File: src/design/sdc_pkg.sv
// Shared constants, codes and types of the sector disk controller.
// No dependencies; imported by the top level and by sdc_check.
`timescale 1ns / 1ps
`default_nettype none

package sdc_pkg;

  localparam int SECTOR_BYTES      = 128;
  localparam int SECTORS_PER_DRIVE = 256;
  localparam int NUM_DRIVES        = 4;

  localparam int IDX_W    = $clog2(SECTOR_BYTES);
  localparam int BI_W     = IDX_W + 1;
  localparam int LBA_W    = (SECTORS_PER_DRIVE > 1) ? $clog2(SECTORS_PER_DRIVE) : 1;
  localparam int DRV_W    = $clog2(NUM_DRIVES);
  localparam int STORE_AW = DRV_W + LBA_W + IDX_W;
  localparam int STORE_DEPTH = 1 << STORE_AW;
  localparam int BUF_DEPTH   = 1 << IDX_W;

  localparam logic [7:0] FILL_BYTE = 8'hE5;
  localparam logic [7:0] ST_READY  = 8'h01;
  localparam logic [7:0] ST_ERR    = 8'h02;
  localparam logic [7:0] ST_DRQ    = 8'h80;
  localparam logic [7:0] NO_DATA   = 8'hFF;
  localparam logic [7:0] DRIVE_MASK = 8'h03;

  localparam logic [7:0] CMD_READ  = 8'h01;
  localparam logic [7:0] CMD_WRITE = 8'h02;

  // register offsets inside the port window
  localparam logic [2:0] REG_CMD    = 3'd0;
  localparam logic [2:0] REG_STATUS = 3'd1;
  localparam logic [2:0] REG_LBA0   = 3'd2;
  localparam logic [2:0] REG_LBA1   = 3'd3;
  localparam logic [2:0] REG_LBA2   = 3'd4;
  localparam logic [2:0] REG_LBA3   = 3'd5;
  localparam logic [2:0] REG_DATA   = 3'd6;
  localparam logic [2:0] REG_DRIVE  = 3'd7;

  // configuration register indexes
  localparam logic [2:0] CFG_WIN_BASE = 3'd0;
  localparam logic [2:0] CFG_ATTACHED = 3'd1;
  localparam logic [2:0] CFG_OPEN     = 3'd2;
  localparam logic [2:0] CFG_WPROT    = 3'd3;
  localparam logic [2:0] CFG_SECTORS  = 3'd4;

  localparam logic [1:0] MODE_IDLE  = 2'd0;
  localparam logic [1:0] MODE_READ  = 2'd1;
  localparam logic [1:0] MODE_WRITE = 2'd2;

  typedef struct packed {
    logic       in_window;
    logic [2:0] reg_sel;
    logic       attached;
    logic       usable;
    logic       wprot;
    logic       lba_ok;
  } chk_t;

endpackage

`default_nettype wire

File: src/design/sdc_check.sv
// Window decode and drive/LBA checks of the sector disk controller.
// Depends on sdc_pkg.
`timescale 1ns / 1ps
`default_nettype none

module sdc_check import sdc_pkg::*; (
  input  wire logic [15:0]      port,
  input  wire logic [15:0]      win_base,
  input  wire logic [DRV_W-1:0] drive_sel,
  input  wire logic [3:0]       attached_mask,
  input  wire logic [3:0]       open_mask,
  input  wire logic [3:0]       wprot_mask,
  input  wire logic [8:0]       drive_sectors,
  input  wire logic [31:0]      lba,
  output chk_t                  chk
);

  logic [15:0] offset;
  logic [31:0] limit;

  always_comb begin
    offset = port - win_base;
    // saturate the sector count to what the store holds
    limit = (32'(drive_sectors) > 32'(SECTORS_PER_DRIVE)) ?
            32'(SECTORS_PER_DRIVE) : 32'(drive_sectors);
    chk.in_window = (offset[15:3] == 13'd0);
    chk.reg_sel   = offset[2:0];
    chk.attached  = attached_mask[drive_sel];
    chk.usable    = attached_mask[drive_sel] & open_mask[drive_sel];
    chk.wprot     = wprot_mask[drive_sel];
    chk.lba_ok    = (lba < limit);
  end

endmodule

`default_nettype wire

File: config.mk
export PLATFORM = sky130hd
export DESIGN_NAME = sdc_check
export DESIGN_NICKNAME = d
export VERILOG_FILES = /design/src/design/sdc_pkg.sv /design/src/design/sdc_check.sv
export SDC_FILE = /design/constraint.sdc
export NUM_CORES = 1
export LEC_CHECK = 0
export BUFFER_PORTS_ARGS = -buffer_cell sky130_fd_sc_hd__clkbuf_2
export CORE_MARGIN = 2
export CORE_UTILIZATION = 30
export DETAILED_ROUTE_END_ITERATION = 8
export PLACE_DENSITY = 0.72
export SLEW_MARGIN = 20
export SYNTH_ARGS = -nofsm -noshare
export SYNTH_HDL_FRONTEND = slang
export SYNTH_SLANG_ARGS = --single-unit
File: constraint.sdc
create_clock -name vclk -period 8.61
set_clock_uncertainty 0.1 [all_clocks]
set_input_delay 2.1525 -clock vclk [all_inputs]
set_output_delay 2.1525 -clock vclk [all_outputs]
set_load 0.02 [all_outputs]
Word-level counts from Yosys, hierarchy flattened
Cells that the tools add are included.
{"block": "classes", "mux": 7, "addsub": 1, "n_bitwise": 1, "order_cmp": 3, "reduce_logical": 1}
{"cell": "less-than comparator 32 x 9 -> 1 bit", "n": 1}
{"cell": "subtractor 16 bit", "n": 1}
{"cell": "logical NOT 13 bit", "n": 1}
{"cell": "> comparator 9 bit (second input constant)", "n": 1}
{"cell": "2-to-1 mux 9 bit", "n": 1}
{"cell": "binary-select mux 1 bit (select 2 bit)", "n": 3}
{"cell": "less-than comparator 2 x 3 -> 1 bit (second input constant)", "n": 1}
{"cell": "2-to-1 mux 1 bit", "n": 3}
{"cell": "bitwise AND 1 bit", "n": 1}
{"block": "word_totals", "inputBits": 87, "regBits": 0}

Longest topological paths before layout
Gate-level depths: netlist of run 1.
{"block": "depth", "depth_word": 3, "depth_mapped": 11, "mapped_depth_nobuf": 11}

Worst setup path after synthesis of run 1
Ideal clock, no wire load.
{"block": "synth_path", "path_type": "input to output", "start": "input port[0]", "end": "output chk[7] in the netlist's numbering", "t_required_ps": 6358, "t_arrival_ps": 4254, "path_stages": 11, "setup_slack_ps": 2103, "path_cell_list": "inv_1 ha_1 inv_1 fa_1 a211oi_1 nor2_1 o41ai_2 nor2b_1 o21ai_0 mux2i_1 nor4_2"}
{"element": "start, declared", "line": "sdc_check.sv:7", "rtl": "input wire logic [15:0] port,"}
{"element": "end, declared", "line": "sdc_check.sv:15", "rtl": "output chk_t chk"}

==> results.yml, run 1 <==
logic_synthesis:
  yosys_warnings: 0
  netlist_instances: 169
  syn_area_um2: 1190
  syn_avg_cell_area_um2: 7.06
  yosysSeqAreaShare: 0
  syn_nets: 280
  synth_cell_types: 44
global_routing:
  antenna_found_initial: 0
  globalRouteOverflowTotal: 0
  grt_max_degree: 10
  track_usage: 0.151
  grt_pass1_wl_um: 5630
  first_global_vias: 1478
place:
  place.detailed.hpwl_um: 3080
  io_buffer_count: 95
  place.gp.congestion: 0.852
  placed_cell_area_um2: 1720
floorplanning:
  core-area_um2: 3740
  dieArea_um2: 4500
  initial_core_util: 0.319
  die_w_um: 67.1
  dieHeight_um: 67.1
  io_pins: 95
  row_count: 22
timing:
  hold_ws_ns: 4.56
  drv_slew: 0
  fin_crit_ns: 6.71
  setup_viol: 0
  tns_ns: 0
  fmax_ghz: 0.149
  grt_setup_unrepaired: "no"
  slew_headroom: 0.759
  finalCritPeriodShare: 0.779
  finalHoldViolations: 0
  tightest_slew_ns: 0.352
routing:
  vias_per_cell: 4.93
  vias: 1529
  postRouteAntennaNets: 0
  drtPass1Iterations: 4
  wl_per_cell_um: 10.7
  dr.first_iter.drc_count: 107
  drc: 0
  wl_um: 3310
cts:
  cts_resized: 0
  post_cts_buffers: 0
  cts_hold_buf: 0
critical_path:
  cp-start-kind: "input pin"
  cpLargestDelayFamily: "compound AO/OA/AOI/OAI gates"
  arrival_ns: 4.46
  max_stage_delay_ns: 0.41
  startpoint: "port[0]"
  criticalPathCategory: "in -> out"
  endpoint_kind: "output port"
  cp.required_ns: 6.36
  worstPathCellList: "clkbuf_2, inv_1, ha_1, inv_1, fa_1, a211oi_1, nor2_1, o41ai_2, nor2b_1, o21ai_0, mux2i_1, nor4_2, clkbuf_2"
  cp_slowest_cell: "fa_1"
  critPathMaxFanout: 3
  cp.buffers_inverters: 4
min_path:
  worstHoldPathType: "in -> out"
  hold_start: "win_base[0]"
layout:
  area.sequential_um2: 0
  stdcell_area_um2: 1720
  diodes: 0
  area_delta_synth_final_pct: 44.1
  nClkBuffers: 0
  final_nets: 375
  drive_above_1_share: 0.408
  seq_cells: 0
power_and_ir_drop:
  p_leak_nw: 0.955
  p_total_mw: 0.101
  max-vdd-ir-drop_mv: 0.0259
  power_density_nw_per_um2: 58.4
outcome:
  outcome: "finished, final reports clean"
job:
  maxCapViolCount: 0
==> synth_stat cells, types with 2 or more instances <==
library cell  number  area [um^2]
inv_1             25         93.8
ha_1              23          288
nand2_1           17         63.8
o21ai_0           11         55.1
a21oi_1           10         50.1
nor2_1            10         37.5
nor4_1             7         43.8
a211oi_1           6         45.0
a21o_1             5         37.5
nand3_1            4         20.0
nand4_1            4         25.0
xor2_1             4         35.0
mux4_2             3         67.6
nand2b_1           3         18.8
a21oi_2            2         17.5
a31oi_1            2         12.5
mux2i_1            2         20.0
nor3_1             2         10.0
o21a_1             2         15.0
o21ai_1            2         10.0
o22ai_1            2         12.5
==> cell usage in the layout (no fill, tap or decap), types with 5 or more instances in the layout <==
cell,count
clkbuf_2,95
inv_1,25
ha_1,23
nand2_1,17
o21ai_0,11
nor2_1,10
a21oi_1,10
nor4_1,7
a211oi_1,6
a21o_1,5
==> metal layers <==
metal  up-vias  part of all wire  global-route usage
met5         -                 0                   0
met1       658              0.43               0.188
met2        55              0.51               0.296
li1        816                 -                   -
met3         0             0.058             0.00507
met4         0                 0             0.00510
==> tightest hold or removal path, cell delays in order <==
cell,delay (ns)
clkbuf_2,0.08
ha_1,0.10
inv_1,0.03
clkbuf_2,0.14
==> final cells by class <==
type | count | area (um^2)
tap | 48 | 60.1
multi-input combinational | 141 | 1090
inverter | 26 | 97.6
timing repair buffer | 95 | 475
fill | 406 | 2020
==> cell families after synthesis <==
group / count (synthesis) / share of synthesized area
and+or+nand+nor: 54 / 0.230
AOI/OAI and AO/OA: 51 / 0.291
buffers and inverters: 28 / 0.0891
adders and majority gates: 24 / 0.258
muxes: 7 / 0.0954
xor gates and xnor gates: 5 / 0.0367
==> power by group <==
part	leakage, nW	switching (mW)	total (mW)	internal (mW)
Combinational	0.955	0.0512	0.101	0.0494
Sequential	0	0	0	0
Clock	0	0	0	0
Total	0.955	0.0512	0.101	0.0494
==> worst paths after layout <==
path                      to  cells past startpoint  slack, ns
worst max-delay path  chk[7]                     13       1.90
worst min-delay path  chk[4]                      4       4.56
==> through the flow <==
step	cells	setup WS, ns	util
after floorplan	169	2.10	-
after global placement	310	1.95	0.460
after detailed placement	310	1.89	0.460
after CTS	310	1.87	0.460
after global routing	310	1.65	0.460
final	310	1.90	0.460
(Power assumes the default switching activity.)
==> run 2, diff against run 1 <==
--- a/config.mk
+++ b/config.mk
@@ -9,7 +9,7 @@
 export CORE_MARGIN = 2
 export CORE_UTILIZATION = 30
 export DETAILED_ROUTE_END_ITERATION = 8
-export PLACE_DENSITY = 0.72
+export PLACE_DENSITY = 0.74
 export SLEW_MARGIN = 20
 export SYNTH_ARGS = -nofsm -noshare
 export SYNTH_HDL_FRONTEND = slang
==> constraint.sdc (replaced) <==
create_clock -name vclk -period 5.57
set_clock_uncertainty 0.1 [all_clocks]
set_input_delay 1.3925 -clock vclk [all_inputs]
set_output_delay 1.3925 -clock vclk [all_outputs]
set_load 0.02 [all_outputs]
==> run 2 against run 1 <==
  * Highest routed layer unchanged
  * Setup slack lost 1.5 ns
  * Critical endpoint unchanged
  * Largest power group unchanged
  * Wire length shrank 0.42%
  * Hold slack lost 1.5 ns
  * Count of clock-buffer cells in the layout is the same
  * Combinational power grew 53%
==> results.yml, run 2 (synthesized netlist as in run 1, its figures left out) <==
timing:
  setup_viol: 0
  finalHoldViolations: 0
  tns_ns: 0
  tightest_slew_ns: 0.414
  slew_headroom: 0.717
  fmax_ghz: 0.194
  grt_setup_unrepaired: "no"
  fin_crit_ns: 5.17
  drv_slew: 0
  finalCritPeriodShare: 0.928
global_routing:
  track_usage: 0.146
  grt_max_degree: 10
  globalRouteOverflowTotal: 0
  grt_pass1_wl_um: 5480
  antenna_found_initial: 0
  first_global_vias: 1412
critical_path:
  critPathMaxFanout: 3
  cpLargestDelayFamily: "compound AO/OA/AOI/OAI gates"
  max_stage_delay_ns: 0.41
  criticalPathCategory: "in -> out"
  cp.buffers_inverters: 4
  worstPathCellList: "clkbuf_2, inv_1, ha_1, inv_1, fa_1, a211oi_1, nor2_1, o41ai_2, nor2b_1, o21ai_0, mux2i_1, nor4_2, clkbuf_2"
  arrival_ns: 3.68
  cp.required_ns: 4.08
  cp-start-kind: "input pin"
  endpoint_kind: "output port"
  cp_slowest_cell: "fa_1"
layout:
  seq_cells: 0
  final_cell_mix: "clkbuf_2 (95), inv_1 (25), ha_1 (23)"
  multi_input_area_um2: 1090
  area_delta_synth_final_pct: 44.1
  final_nets: 375
  area.sequential_um2: 0
  fill_cells: 400
  diodes: 0
  drive_above_1_share: 0.408
  nClkBuffers: 0
  final_common_cell: "clkbuf_2"
power_and_ir_drop:
  max-vdd-ir-drop_mv: 0.0429
  power_density_nw_per_um2: 90.3
  p_leak_nw: 0.955
  p_total_mw: 0.155
routing:
  postRouteAntennaNets: 0
  vias_per_cell: 5.08
  drc: 0
  wl_per_cell_um: 10.6
  wl_um: 3300
  vias: 1574
  drtPass1Iterations: 4
  dr.first_iter.drc_count: 78
place:
  place.gp.congestion: 0.867
  io_buffer_count: 95
  place.detailed.hpwl_um: 3060
floorplanning:
  row_count: 22
  die_w_um: 67.1
  io_pins: 95
  dieHeight_um: 67.1
  dieArea_um2: 4500
  initial_core_util: 0.319
  core-area_um2: 3740
outcome:
  outcome: "finished, final reports clean"
cts:
  cts_resized: 0
  post_cts_buffers: 0
  cts_hold_buf: 0
min_path:
  worstHoldPathType: "in -> out"
job:
  maxCapViolCount: 0
run 2: cell counts in the layout (fill, tap and decap cells not counted):
Identical to the previous run, type by type.
run 2: final cells by class:
| class | instances | area share |
|---|---|---|
| tap | 48 | 0.0349 |
| timing repair buffer | 95 | 0.276 |
| inverter | 26 | 0.0567 |
| multi-input combinational | 141 | 0.632 |
run 2: layer usage:
metal,up-vias,share of wire,wire length [um],track usage
li1,812,-,-,-
met3,0,0.070,232,0.00845
met5,-,0,0,0
met4,0,0,0,0
met1,700,0.42,1370,0.192
met2,62,0.51,1690,0.275
run 2: worst min-delay path, cell delays in order:
cell and delay (ns):
clkbuf_2 0.08, ha_1 0.10, inv_1 0.03, clkbuf_2 0.14
run 2: path summary, 6_finish.rpt:
kind                         from     end  slack [ns]  cells past startpoint
worst min-delay path  win_base[0]  chk[4]        3.04                      4
worst max-delay path      port[0]  chk[7]        0.40                     13
run 2: report_power, final:
group / switching [mW] / leakage (nW) / total, mW / internal (mW)
combinational: 0.0788 / 0.955 / 0.155 / 0.0765
sequential: 0 / 0 / 0 / 0
clock: 0 / 0 / 0 / 0
run 2: metrics by stage:
step	cell area (um^2)	cells	hold WS, ns	setup WS [ns]	utilization
2_1_floorplan	1190	169	2.87	0.583	-
5_1_grt	1720	310	3.07	0.0721	0.460
4_1_cts	1720	310	3.04	0.383	0.460
3_5_place_dp	1720	310	3.04	0.393	0.460
3_3_place_gp	1720	310	3.04	0.482	0.460
6_report	1720	310	3.04	0.402	0.460
